File: src/rtl/sspq_pkg.sv
// sspq_pkg: types and constants shared by the sorted-list priority queue.
// Depends on nothing; every rtl/ file imports it.
package sspq_pkg;

    localparam int unsigned DATA_W       = 32;
    localparam int unsigned COUNT_W      = 11;
    localparam int unsigned CAPACITY_DEF = 1024;

    localparam logic signed [DATA_W-1:0] EMPTY_TOP = '1;   // -1

    typedef enum logic [0:0] {
        OP_PUSH = 1'b0,
        OP_POP  = 1'b1
    } op_t;

    typedef struct packed {
        op_t                       op;
        logic signed [DATA_W-1:0]  value;
    } req_t;

    typedef struct packed {
        logic signed [DATA_W-1:0]  top_value;
        logic                      empty_res;
        logic [COUNT_W-1:0]        count;
        logic                      overflow;
    } rsp_t;

    // broadcast to every cell of the row
    typedef struct packed {
        logic                      push;
        logic                      pop;
        logic signed [DATA_W-1:0]  value;
    } cell_ctrl_t;

endpackage

File: src/rtl/sspq_obuf.sv
// sspq_obuf: result register plus one skid slot between the queue and the
// result channel. Depends on sspq_pkg.
module sspq_obuf
    import sspq_pkg::*;
(
    input  logic  clk,
    input  logic  rst_n,
    input  logic  load,
    input  rsp_t  load_data,
    output logic  full,
    output logic  rsp_valid,
    input  logic  rsp_stall,
    output rsp_t  rsp
);

    logic rsp_valid_reg;
    rsp_t rsp_reg;
    logic skid_valid_reg;
    rsp_t skid_reg;
    logic drain;

    assign drain     = !rsp_valid_reg || !rsp_stall;
    assign full      = skid_valid_reg;
    assign rsp_valid = rsp_valid_reg;
    assign rsp       = rsp_reg;

    always_ff @(posedge clk or negedge rst_n)
    begin
        if (!rst_n)
        begin
            rsp_valid_reg  <= 1'b0;
            skid_valid_reg <= 1'b0;
        end
        else if (drain)
        begin
            rsp_valid_reg  <= skid_valid_reg || load;
            skid_valid_reg <= 1'b0;
        end
        else if (load)
        begin
            skid_valid_reg <= 1'b1;
        end
    end

    always_ff @(posedge clk)
    begin
        if (drain)
            rsp_reg <= skid_valid_reg ? skid_reg : load_data;
        else if (load)
            skid_reg <= load_data;
    end

`ifndef ASSERT_OFF
    a_skid_needs_head: assert property (@(posedge clk) disable iff (!rst_n)
        skid_valid_reg |-> rsp_valid_reg)
        else $error("skid holds a beat while result register is empty");

    a_no_load_when_full: assert property (@(posedge clk) disable iff (!rst_n)
        load |-> !skid_valid_reg)
        else $error("beat loaded while skid slot is occupied");

    a_skid_moves_up: assert property (@(posedge clk) disable iff (!rst_n)
        (skid_valid_reg && !rsp_stall) |=> (rsp_valid_reg && rsp_reg == $past(skid_reg)))
        else $error("skid beat not promoted to result register");
`endif

endmodule

File: config.mk
export PLATFORM = sky130hd
export DESIGN_NAME = sspq_obuf
export DESIGN_NICKNAME = d
export VERILOG_FILES = /design/src/rtl/sspq_pkg.sv /design/src/rtl/sspq_obuf.sv
export SDC_FILE = /design/constraint.sdc
export NUM_CORES = 1
export LEC_CHECK = 0
export ABC_AREA = 1
export BUFFER_PORTS_ARGS = -buffer_cell sky130_fd_sc_hd__clkbuf_2
export CAP_MARGIN = 20
export CORE_ASPECT_RATIO = 2
export CORE_UTILIZATION = 35
export DETAILED_ROUTE_END_ITERATION = 12
export GPL_ROUTABILITY_DRIVEN = 1
export PLACE_DENSITY = 0.54
export SLEW_MARGIN = 40
export SYNTH_ARGS = -nofsm -noshare
export SYNTH_HDL_FRONTEND = slang
export SYNTH_SLANG_ARGS = --single-unit
export TNS_END_PERCENT = 10
File: constraint.sdc
create_clock -name clk -period 4.8 [get_ports clk]
set_input_delay 0.96 -clock clk [delete_from_list [all_inputs] [get_ports clk]]
set_output_delay 0.96 -clock clk [all_outputs]
set_load 0.005 [all_outputs]
==> impl_metrics.ini <==
[outcome]
status = complete, no violations

[global_routing]
grt.busiest_layer = met2
grt_use_met3_pct = 3.76
grt_pass1_wl_um = 9950
grt_max_degree = 49
overflow = 0
grt_antenna_before_repair = 0
use_met2_pct = 23.1
grt.total_usage_pct = 13.4
met1_usage_pct = 15.2
grt_pass1_vias = 1969

[timing]
post-route-period-util_pct = 46.8
hold_viol = 0
tightest_slew_ns = 0.747
relSlewSlack_pct = 50.1
report.final.slew_viol_count = 0
tns_ns = 0
fin_skew_ns = 0.00612
rsz0062_at_grt = no
max_freq_mhz = 445
period_minus_slack_ns = 2.25
setup_viol = 0

[synthesis]
synth_common_cells = nand2_1, edfxtp_1, buf_12, buf_2, nor2_1
synth_edf_count = 90
ys_types = 9
yosysTopAreaCellShare_pct = 79.5
ys_warn_count = 0
synthArstFlopShare_pct = 2.17
synthTopCellsByArea = edfxtp_1, nand2_1, buf_12
synth_seq_area_share_pct = 81.0
ys_ff_latch = 92
synth_top_area_cell = edfxtp_1
synth_nets = 292
synth_ff_type = edfxtp_1
syn-instance-count = 243
syn_area_per_cell_sq_um = 14.0
yosysMostFrequentCell = nand2_1
syn-cell-area_sq_mm = 0.00340

[final_layout]
drive_above_1_share_pct = 32.9
fin_util_pct = 45.0
n_antenna_cell = 0
stdcell_area_sq_mm = 0.00423
syn_to_final_growth_pct = 24.3
stdcell_count = 451
final_net_count = 391

[clock_tree]
cts_buffers = 9
htreeDepth = 3
cts_sinks = 92
clock_latency_ns = 0.33
cts_resized = 0
postCtsHoldBufs = 0
clk_path_buf_depth = 2
postCtsSetupRepairBufs = 0
cts_tree = built
path_clk_slew_ns = 0.06
cts-root-buf = clkbuf_16

[route]
routedWlPerCell_um = 14.3
vias = 2037
wirelength_um = 6450
via_per_inst = 4.52
firstDrtPassIters = 4
drtAntennaViolNets = 0
drt_iter0_markers = 137
drc = 0

[critical_path]
critPathRequiredTime_ns = 3.84
cp_top_family = flip-flops
slowest_stage = dfrtp_4
crit_fanout = 48
cp-end-kind = output pin
max_stage_delay_ns = 0.76
path_buf_inv = 1
cp-start-kind = register
criticalPathCategory = reg -> out
worstPathCellList = clkbuf_2
worstPathArrival_ns = 1.29

[place]
gp_congestion = 0.676
dp_hpwl_um = 4240
dp_cells = 435
placed_area_sq_mm = 0.00392
numPortBuffers = 95

[power_and_ir_drop]
leakage_nw = 1.86
powerDensity_mw_per_mm2 = 435
finalPower_mw = 1.84
vdd_drop_max_v = 0.000246

[floorplan]
fp.coreArea_sq_mm = 0.00938
row_count = 50
start_util_pct = 36.2
die_y_um = 141
die_area_sq_mm = 0.0101
die_w_um = 71.7
io_pins = 96

[min_path]
min_path_type = in -> async

[job]
maxCapViolCount = 0
[final timing paths]
check,from,to,slack [ns],cells after the start
min in group clk,skid_reg[0],rsp[0],0.52,2
max,full,full,2.55,1
min reg2reg,skid_reg[0],rsp[0],0.52,2
min,rst_n,full,0.41,1
max reg2reg,full,rsp[31],3.09,3
max in group asynchronous,rst_n,full,4.28,1
[final cells by class]
type                       count  area (sq um)
clock inverter                 7          81.3
sequential                    92          2760
multi-input combinational    140           536
timing repair buffer          97           490
inverter                       2          7.51
fill                         879          5160
tap                          104           130
clock buffer                   9           225
[layout by cell type (no fill, tap or decap)]
cell type	instances
nor2_4	1
clkinv_1	3
dfrtp_1	1
nand2_1	136
dfrtp_4	1
buf_4	2
clkbuf_16	9
nand2_2	1
edfxtp_1	90
inv_1	1
clkbuf_2	95
nor2_1	2
bufinv_16	2
clkinv_2	2
inv_2	1
[routing by layer]
metal,wire [um],vias up,share of wire [%]
met4,110,0,1.7
met2,3590,58,56
li1,-,1014,-
met3,329,7,5.1
met5,0,-,0
met1,2420,958,38
[through the flow]
| stage | setup WS, ns | hold WS (ns) |
|---|---|---|
| final | 2.55 | 0.411 |
| after global routing | 2.46 | 0.400 |
| after CTS | 2.32 | 0.392 |
| after detailed placement | 2.43 | 0.504 |
| after global placement | 2.46 | 0.500 |
| after floorplan | 0.318 | 0.491 |
[cell families (layout without fill, tap and decap cells)]
group | count (synthesis) | after routing | synth area share, %
buffers and inverters | 11 | 115 | 3.57
AND/OR/NAND/NOR | 140 | 140 | 15.5
flip-flops | 92 | 92 | 81.0
[power breakdown]
part | switching (mW) | internal [mW] | leakage [nW]
combinational | 0.0828 | 0.0574 | 0.815
clock | 0.270 | 0.449 | 0.152
sequential | 0.0243 | 0.956 | 0.894
total | 0.377 | 1.46 | 1.86
Note: power is estimated with default switching activity, not from simulation.
