<file path="src/rtl/sspq_pkg.sv">
// sspq_pkg: types and constants shared by the sorted-list priority queue.
// Depends on nothing; every rtl/ file imports it.
package sspq_pkg;

    localparam int unsigned DATA_W       = 32;
    localparam int unsigned COUNT_W      = 11;
    localparam int unsigned CAPACITY_DEF = 1024;

    localparam logic signed [DATA_W-1:0] EMPTY_TOP = '1;   // -1

    typedef enum logic [0:0] {
        OP_PUSH = 1'b0,
        OP_POP  = 1'b1
    } op_t;

    typedef struct packed {
        op_t                       op;
        logic signed [DATA_W-1:0]  value;
    } req_t;

    typedef struct packed {
        logic signed [DATA_W-1:0]  top_value;
        logic                      empty_res;
        logic [COUNT_W-1:0]        count;
        logic                      overflow;
    } rsp_t;

    // broadcast to every cell of the row
    typedef struct packed {
        logic                      push;
        logic                      pop;
        logic signed [DATA_W-1:0]  value;
    } cell_ctrl_t;

endpackage

</file>
<file path="src/rtl/sspq_cell.sv">
// sspq_cell: one slot of the sorted row; holds one entry and trades it with
// its neighbors on push (shift toward the bottom) or pop (shift toward the top).
// Depends on sspq_pkg.
module sspq_cell
    import sspq_pkg::*;
(
    input  logic                      clk,
    input  cell_ctrl_t                ctrl,
    input  logic                      occupied,
    input  logic signed [DATA_W-1:0]  above_entry,
    input  logic                      above_keep,
    input  logic signed [DATA_W-1:0]  below_entry,
    output logic signed [DATA_W-1:0]  entry,
    output logic                      keep,
    output logic signed [DATA_W-1:0]  entry_next
);

    logic signed [DATA_W-1:0] entry_reg;

    // strictly smaller entries stay put; equal ones move below the new value
    assign keep  = occupied && (entry_reg < ctrl.value);
    assign entry = entry_reg;

    always_comb
    begin
        entry_next = entry_reg;
        if (ctrl.push)
        begin
            if (keep)
                entry_next = entry_reg;
            else if (above_keep)
                entry_next = ctrl.value;
            else
                entry_next = above_entry;
        end
        else if (ctrl.pop)
        begin
            entry_next = below_entry;
        end
    end

    always_ff @(posedge clk)
    begin
        entry_reg <= entry_next;
    end

endmodule

</file>
<file path="config.mk">
export PLATFORM = sky130hd
export DESIGN_NAME = sspq_cell
export DESIGN_NICKNAME = d
export VERILOG_FILES = /design/src/rtl/sspq_pkg.sv /design/src/rtl/sspq_cell.sv
export SDC_FILE = /design/constraint.sdc
export NUM_CORES = 1
export LEC_CHECK = 0
export BUFFER_PORTS_ARGS = -buffer_cell sky130_fd_sc_hd__buf_2
export CAP_MARGIN = 20
export CORE_UTILIZATION = 28
export CTS_CLUSTER_SIZE = 10
export DETAILED_ROUTE_END_ITERATION = 7
export PLACE_DENSITY = 0.63
export SLEW_MARGIN = 5
export SYNTH_ARGS = -nofsm -noshare
export SYNTH_HDL_FRONTEND = slang
export SYNTH_SLANG_ARGS = --single-unit
</file>
<file path="constraint.sdc">
create_clock -name clk -period 6.75 [get_ports clk]
set_clock_uncertainty 0.1 [all_clocks]
set_input_delay 0.3375 -clock clk [delete_from_list [all_inputs] [get_ports clk]]
set_output_delay 0.3375 -clock clk [all_outputs]
set_load 0.01 [all_outputs]
</file>
==> results.md, run 1 <==
* Status: finished, final reports clean
* IO buf count at 165
* CTS tree: yes
* Mean post-synth cell area at 8.861 µm²
* Die W at slightly above 100 µm
* Reg2Reg Depth at 8
* Fin. max-slew vios at 0
* CTS Hold Buffers Added at 0
* Post-CTS Resized at 0
* Layout cells sized above 1 at 44.31%
* Hpwl dp at around 6600 µm
* Asr flop ratio synth at 0%
* Min Clock Period, post-route at 3.906 ns
* Commonest non-fill, non-tap cell in the layout: buf_2
* Gate power share at 51.2%
* Num CTS Buffers at 5
* Routed len/inst at 13.51 µm
* Max cap viols at 0
* EDFF count, synth at 0
* Maximum clock insertion buffer count at 2
* Area post-placement at 3812 µm²
* Worst Tran Pin Value at 1.028 ns
* Core area at 9910 µm²
* CP Launch Point: entry[31]$_DFF_P_
* Reg-to-Reg Start: entry[31]$_DFF_P_
* Final Util at 39.29%
* TritonRoute pass-1 iters at 5
* Post-synthesis net count at 460
* Yosys Warn Count at 0
* Hold slack at roughly 0.32 ns
* Root buf cell: clkbuf_8
* Cells after synthesis at roughly 330
* Final instance area at 3894 µm²
* Seq/Total Area, Yosys at 22.04%
* Worst EP required at around 6.3 ns
* Grt total ovfl at 0
* Num rows at 36
* Initial antenna violation count at 0
* Largest register FFs at 32
* Slew headroom at 31.50%
* Max IR drop VDD at about 0.083 mV
* Tot Pwr at approximately 830 µW
* Kind of critical path: reg -> out
* Fmax at 256.0 MHz
* Vias in the first global route at 2915
* Final std cells w/o fill at 616
* Critical path fanouts, max at 16
* Sw Share at 42.15%
* Reg power frac at 31.2%
* Final setup vio count at 0
* Final period utilization at 57.87%
* Mapped Area at 2907 µm²
* Layout Nets at 615
* Place WS at 2.996 ns
* Largest net degree at the start of global routing at 64
* Clock transition at path regs at 0.08 ns
* CP Capture Type: output pin
* Hold Crit Class: in -> reg
* Power Density at around 210 nW/µm²
* Synth Register Bits at 32
* Setup TNS at 0 ns
* Area Growth Syn to Fin at 33.96%
* First-pass GRT wire length at 13700 µm
* # diodes at 0
* RSZ-0062 raised after global routing: false
* # clock sinks at 32
* Vias/cell at 4.774
* Ports at 166
* Hold Vio Cnt, Final at 0
* 1st-iter DRT viols at 94
* Ys flop type: dfxtp_1
* Hold Startpoint: below_entry[0]
* Full die area at 10790 µm²
* Hold Path Cell Cnt at 3
* Routed WL at 8323 µm
* Via count at 2941
* Final ANT Viol Nets at 0
* GPL Wtd Cong at 0.7958
* Fin worst setup slack at 2.844 ns
* Die height at approximately 100 µm
* Total GRT Usage at 15.18%
* Clock H-tree levels at 2
* DRC at 0
* Clk pwr share at 17.6%
* Most frequent cells in the layout: buf_2, inv_1, nor2_1
* Internal Pwr Total at between 400 and 500 µW
* Netlist cell types at 34
* CP Launch Type: register
* Switching power at 351.3 µW
* Crit path arrival time at roughly 3.5 ns
* Worst-Skew Late Latency at between 0.2 and 0.3 ns
* # Post-CTS Setup Buffers at 0
* Leak pwr at approximately 2.1 nW
* Placed Cells at 609
* Starting Density at 29.33%
-- cells in the mapped netlist (all sizes together) (3+ instances only) --
library cell	number	area (µm²)
a211oi	31	237.7
a21o	3	22.52
a21oi	12	63.81
a221oi	32	474.2
buf	6	67.56
clkbuf	15	56.30
dfxtp	32	640.6
ha	31	387.9
inv	64	240.2
mux2i	32	320.3
nand2	7	26.28
nand3	4	20.02
nand4	6	37.54
nor2	33	123.9
o21ai	3	15.01
-- logic make-up (layout without fill, tap and decap cells) --
logic type,after synthesis,after routing,share of synthesized area [%]
AOI/OAI and AO/OA,91,91,32.11
buffers and inverters,85,240,12.53
and+or+nand+nor,57,57,8.954
muxes,32,32,11.02
DFF,32,32,22.04
adders and majority gates,31,31,13.34
-- final timing paths --
check,endpoint,slack [ns]
worst max-delay path,entry_next[1],2.84
worst min-delay path,entry[0]$_DFF_P_,0.32
worst max register to register,entry[12]$_DFF_P_,3.49
worst min register to register,entry[0]$_DFF_P_,0.39
-- power by group through the flow --
stage / logic [mW] / clock network, mW / registers, mW
after floorplan: 0.266 / 0 / 0.276
after global placement: 0.424 / 0 / 0.264
after detailed placement: 0.429 / 0 / 0.265
after CTS: 0.431 / 0.158 / 0.260
after global routing: 0.473 / 0.164 / 0.266
final: 0.427 / 0.147 / 0.260
-- worst max-delay path: stages, from the launching register on --
cell       delay [ns]
dfxtp_1          0.34
ha_1             0.37
nand4_1          0.22
a2111oi_1        0.61
o31a_1           0.28
a211oi_2         0.09
a21boi_4         0.58
buf_4            0.41
a221oi_2         0.11
buf_2            0.16
-- area by class of cell --
class	count	area, µm²
repair buffers	169	855.8
clock inverters	2	12.51
inverters	64	240.2
fillers	1032	6016
flip-flops and latches	32	640.6
multi-input cells	211	1909
well taps	133	166.4
clock buffers	5	68.82
-- layer usage --
layer,vias up,wire (µm),global-route usage [%]
li1,1510,-,-
met1,1311,3842,19.36
met2,114,3907,26.48
met3,6,512,2.820
met4,0,60,3.265
met5,-,0,0
(Power assumes the default switching activity.)
==> run 2, diff against run 1 <==
- ABC_AREA: unset -> 1
- clock period: 6.75 -> 4.1 ns (I/O delays scaled with it)
==> run 2 against run 1 <==
Count of clock-buffer cells in the layout up 3. Synthesized cell count up 48%. Sequential power up 59%. Combinational power up 57%. Critical path type unchanged. Critical endpoint is now entry_next[29].
==> results.md, run 2 <==
* # clock sinks at 32 (unchanged)
* CP Launch Type: register
* Clock H-tree levels at 2 (unchanged)
* Slew headroom at 33.06% (+1.6 points)
* Most frequent cells in the layout: buf_2, nand2_1, inv_1
* CP Capture Type: output pin
* Routed len/inst at 13.02 µm (-3.6%)
* Hold Vio Cnt, Final at 0 (unchanged)
* Final ANT Viol Nets at 0 (unchanged)
* Grt total ovfl at 0 (unchanged)
* Root buf cell: clkbuf_8
* IO buf count at 165 (unchanged)
* Ys flop type: dfxtp_1
* Max cap viols at 0 (unchanged)
* Maximum clock insertion buffer count at 2 (unchanged)
* Worst Tran Pin Value at 1.004 ns (-0.02340 ns)
* Power Density at 343.8 nW/µm² (+61%)
* TritonRoute pass-1 iters at 5 (unchanged)
* # Post-CTS Setup Buffers at 0 (unchanged)
* Top-count cell post-synth: nand2_1
* Seq/Total Area, Yosys at 21.59% (-0.45 points)
* Asr flop ratio synth at 0% (unchanged)
* Die W at 104.9 µm (+1.0%)
* Full die area at 11010 µm² (+2.0%)
* Commonest non-fill, non-tap cell in the layout: buf_2
* Vias/cell at 4.795 (+0.44%)
* Top post-synthesis cells by area: dfxtp_1, nand2_1, ha_1
* Clock transition at path regs at 0.08 ns (about the same)
* Post-synth top cells: nand2_1, inv_1, o21ai_0
* Area post-placement at 3831 µm² (+0.49%)
* Hold Crit Class: in -> reg
* Netlist cell types at 22 (-35%)
* Critical path fanouts, max at 33 (+17)
* Largest net degree at the start of global routing at 65 (+1.6%)
* Core area at 10280 µm² (+3.7%)
* Kind of critical path: reg -> out
* Largest register FFs at 32 (unchanged)
* # diodes at 0 (unchanged)
* Layout cells sized above 1 at 28.68% (-16 points)
* Place WS at 0.9316 ns (-2.064 ns)
* Post-synthesis net count at 619 (+35%)
* Initial antenna violation count at 0 (unchanged)
* Final instance area at 3941 µm² (+1.2%)
* GPL Wtd Cong at 0.8678 (+9.0%)
* Mapped Area at 2967 µm² (+2.1%)
* Leak pwr at 2.267 nW (+8.0%)
* Worst EP required at 3.80 ns (-2.51 ns)
* Ports at 166 (unchanged)
* Max IR drop VDD at 0.1191 mV (+43%)
* Post-CTS Resized at 0 (unchanged)
* Post-synth top area share at 21.59% (-0.45 points)
* Starting Density at 28.87% (-0.47 points)
* Num CTS Buffers at 5 (unchanged)
* Fin. max-slew vios at 0 (unchanged)
* Fmax at 299.4 MHz
* Flop2flop setup slack at 1.32 ns (-2.17 ns)
* Fin worst setup slack at 0.7601 ns (-2.084 ns)
* DRC at 0 (unchanged)
* CTS tree: yes
* Yosys Warn Count at 0 (unchanged)
* Total GRT Usage at 17.81% (+2.6 points)
* Worst-Skew Late Latency at 0.29 ns (about the same)
* 1st-iter DRT viols at 164 (+74%)
* Final setup vio count at 0 (unchanged)
* Routed WL at 9985 µm (+20%)
* Die height at 104.9 µm (+1.0%)
* Synth area leader: dfxtp_1
* Status: finished, final reports clean
* Crit path arrival time at 3.03 ns (-0.44 ns)
* EDFF count, synth at 0 (unchanged)
* Setup TNS at 0 ns (unchanged)
* Area Growth Syn to Fin at 32.86%
* Synth Register Bits at 32 (unchanged)
* First-pass GRT wire length at 16030 µm (+17%)
* CTS Hold Buffers Added at 0 (unchanged)
* Num rows at 37 (+2.8%)
* Cells after synthesis at 487 (+48%)
* RSZ-0062 raised after global routing: false
* Tot Pwr at 1.355 mW (+63%)
* Vias in the first global route at 3448 (+18%)
* Hpwl dp at 7243 µm (+10%)
* Layout Nets at 762 (+24%)
* Final period utilization at 81.46%
* Min Clock Period, post-route at 3.340 ns
* Mean post-synth cell area at 6.092 µm² (-31%)
* Via count at 3678 (+25%)
==> run 2: cell types whose count changed in the layout (fill, tap and decap cells not counted), sizes merged, moves of 9 or more <==
| cell | change |
|---|---|
| nand2 | +116 |
| o21ai | +64 |
| a21oi | +35 |
| a221oi | -32 |
| a211oi | -31 |
| mux2i | -31 |
| nand3 | +31 |
| nand4 | +28 |
| nor2 | -27 |
| inv | +9 |
==> run 2: kinds of logic (layout without fill, tap and decap cells) <==
group | Yosys count | after routing | synth area share (%)
AND/OR/NAND/NOR | 201 | 201 | 30.83
AO/OA/AOI/OAI | 116 | 116 | 19.74
flip-flops | 32 | 32 | 21.59
adder cells (fa/ha/maj) | 31 | 31 | 13.07
buffers and inverters | 106 | 250 | 14.42
multiplexers | 1 | 1 | 0.3374
==> run 2: cell type report <==
cell class | count | area, µm²
sequential | 32 | 640.6
timing repair buffer | 169 | 868.3
clock buffer | 8 | 90.09
fill | 1136 | 6336
multi-input combinational | 349 | 1898
inverter | 73 | 274.0
tap | 136 | 170.2
==> run 2: critical path: stages, from the launching register on <==
cell	delay [ns]
dfxtp_1	0.34
ha_1	0.37
nand2_1	0.09
nor2_1	0.15
nand4_1	0.17
nor4_2	0.25
nand2_1	0.13
nand3_2	0.31
nand3_4	0.42
nand2_1	0.19
nand3_1	0.10
nand2_1	0.08
buf_2	0.13
==> run 2: per-layer routing <==
metal	global-route usage [%]	vias up	wire length (µm)	part of all wire, %
li1	-	1906	-	-
met3	3.182	12	622	6.2
met1	22.91	1616	4557	46
met2	30.32	144	4704	47
met5	0	-	0	0
met4	5.030	0	101	1.0
==> run 2: final timing paths <==
| path | startpoint | end | cells past startpoint |
|---|---|---|---|
| min reg2reg | entry[0]$_DFF_P_ | entry[0]$_DFF_P_ | 4 |
| min | below_entry[3] | entry[3]$_DFF_P_ | 3 |
| max reg2reg | entry[31]$_DFF_P_ | entry[29]$_DFF_P_ | 11 |
| max | entry[31]$_DFF_P_ | entry_next[29] | 12 |
==> run 2: per-stage QoR <==
stage | hold slack (ns) | instances | util, %
after global routing | 0.05699 | 767 | 38.35
final | 0.04547 | 767 | 38.35
after global placement | 0.3405 | 758 | 37.28
after detailed placement | 0.3409 | 758 | 37.28
after floorplan | 0.3171 | 487 | -
after CTS | 0.03382 | 766 | 38.15
==> run 2: report_power, final <==
part / total, mW / leakage [nW] / internal (mW) / switching [mW]
clock: 0.270 / 0.0455 / 0.137 / 0.132
sequential: 0.414 / 0.270 / 0.367 / 0.0476
combinational: 0.671 / 1.95 / 0.259 / 0.413
==> run 3, diff against run 2 <==
- ABC_AREA: 1 -> 0
- clock period: 4.1 -> 3.48 ns (I/O delays scaled with it)
==> run 3 against run 2 <==
Largest power group unchanged. Register-to-register slack worse by 0.63 ns. Sequential share of layout area down 0.18 points. Largest cell class unchanged. Final cell count down 19%. Hold slack better by 0.12 ns. Clock power up 21%. Critical path depth down 2. Count of clock-buffer cells in the layout down 1. Critical endpoint is now entry_next[20]. Via count down 19%.
==> results.md, run 3 (synthesis gave the netlist of run 1 again) <==
* Via count at 2976 (-19%)
* RSZ-0062 raised after global routing: false
* Fmax at roughly 300 MHz
* IO buf count at 165 (unchanged)
* Worst Tran Pin Value at 0.7864 ns (-0.2177 ns)
* Hold Vio Cnt, Final at 0 (unchanged)
* Worst-Skew Late Latency at 0.28 ns (about the same)
* Num rows at 36 (-2.7%)
* Slew headroom at 47.57% (+15 points)
* GPL Wtd Cong at 0.8031 (-7.5%)
* Worst EP required at 3.21 ns (-0.59 ns)
* Layout cells sized above 1 at 45.08% (+16 points)
* Full die area at 10790 µm² (-2.0%)
* Initial antenna violation count at 0 (unchanged)
* Status: finished, final reports clean
* # clock sinks at 32 (unchanged)
* Commonest non-fill, non-tap cell in the layout: buf_2
* Final period utilization at 94.50%
* Hpwl dp at 6843 µm (-5.5%)
* Fin. max-slew vios at 0 (unchanged)
* Power Density at 424.1 nW/µm² (+23%)
* Max IR drop VDD at 0.2010 mV (+69%)
* Hold Crit Class: in -> reg
* Largest net degree at the start of global routing at 64 (-1.5%)
* Final ANT Viol Nets at 0 (unchanged)
* Largest register FFs at 32 (unchanged)
* Most frequent cells in the layout: buf_2, inv_1, nor2_1
* Max cap viols at 0 (unchanged)
* TritonRoute pass-1 iters at 4 (-1)
* CTS tree: yes
* First-pass GRT wire length at 14190 µm (-11%)
* Final Util at 40.21% (+1.9 points)
* CTS Hold Buffers Added at 0 (unchanged)
* Leak pwr at 2.146 nW (-5.3%)
* Grt total ovfl at 0 (unchanged)
* Routed len/inst at 14.10 µm (+8.3%)
* Final instance area at 3985 µm² (+1.1%)
* Final setup vio count at 0 (unchanged)
* Total GRT Usage at 16.11% (-1.7 points)
* Kind of critical path: reg -> out
* 1st-iter DRT viols at 97 (-41%)
* Core area at 9910 µm² (-3.6%)
* Critical path fanouts, max at 7 (-79%)
* Area Growth Syn to Fin at 37.11%
* Die W at 103.9 µm (-1.0%)
* DRC at 0 (unchanged)
* Sequential Area at 640.6 µm² (unchanged)
* CP Capture Type: output pin
* Min Clock Period, post-route at 3.289 ns
* Area post-placement at 3840 µm² (+0.23%)
* Num CTS Buffers at 5 (unchanged)
* Area occupied by multi-input gates at 1916 µm² (+0.92%)
* Clock transition at path regs at 0.07 ns (about the same)
* Clock H-tree levels at 2 (unchanged)
* Vias in the first global route at 2966 (-14%)
* CP Launch Type: register
* Flop2flop setup slack at 0.69 ns (-0.63 ns)
* Ports at 166 (unchanged)
* Crit path arrival time at 3.01 ns (-0.02 ns)
* Root buf cell: clkbuf_8
* Die height at 103.9 µm (-1.0%)
* Vias/cell at 4.792 (about the same)
* # diodes at 0 (unchanged)
* Filler cell count at 1032 (-9.2%)
* Layout Nets at 620 (-19%)
* Setup TNS at 0 ns (unchanged)
* Starting Density at 29.33% (+0.47 points)
* Routed WL at 8755 µm (-12%)
* Maximum clock insertion buffer count at 2 (unchanged)
==> run 3: final cells by class <==
| type | instances | share of cell area [%] |
|---|---|---|
| Clock buffer | 7 | 2.418 |
| Inverter | 64 | 6.028 |
| Multi-Input combinational cell | 211 | 48.07 |
| Sequential cell | 32 | 16.08 |
| Tap cell | 133 | 4.176 |
| Timing Repair Buffer | 174 | 23.23 |
==> run 3: routing by layer <==
metal	global-route usage, %	vias to the layer above	routed length (µm)
met1	19.93	1327	3975
met3	3.383	12	508
met5	0	-	0
met4	4.490	0	119
li1	-	1521	-
met2	28.05	116	4153
==> run 3: per-stage QoR <==
| step | power (mW) | setup WS, ns | instances | hold slack, ns |
|---|---|---|---|---|
| floorplan | 1.051 | 0.8214 | 328 | 0.3177 |
| global placement | 1.348 | 0.2162 | 611 | 0.3777 |
| detailed placement | 1.363 | 0.2287 | 611 | 0.3802 |
| CTS | 1.708 | 0.04307 | 620 | 0.1412 |
| global route | 1.821 | 0.01068 | 621 | 0.1714 |
| finish | 1.690 | 0.1913 | 621 | 0.1674 |
==> run 3: worst max-delay path, stage by stage, from the launching register on <==
cell and delay, ns:
dfxtp_1 0.41, ha_1 0.32, nand4_1 0.20, nor2_1 0.07, a221o_1 0.33, o31a_1 0.36, a211oi_2 0.27, a21boi_4 0.12
buf_4 0.20, a221oi_2 0.27, buf_2 0.18
==> run 3: what timing repair did <==
item	in CTS	in global routing
endpoints found under the setup margin	16	17
gates resized for setup	0	3
buffers inserted	2	0
pin swaps	1	1
endpoints found under the hold margin	0	0
==> run 3: path summary, 6_finish.rpt <==
path | startpoint | endpoint | cells past startpoint
max | entry[31]$_DFF_P_ | entry_next[20] | 10
min | below_entry[0] | entry[0]$_DFF_P_ | 3
max reg2reg | entry[31]$_DFF_P_ | entry[15]$_DFF_P_ | 8
min reg2reg | entry[0]$_DFF_P_ | entry[0]$_DFF_P_ | 2
==> run 3: report_power, final <==
group	switching [mW]	leakage (nW)	internal, mW
registers	0.0629	0.270	0.442
logic	0.481	1.83	0.377
clock network	0.150	0.0503	0.177
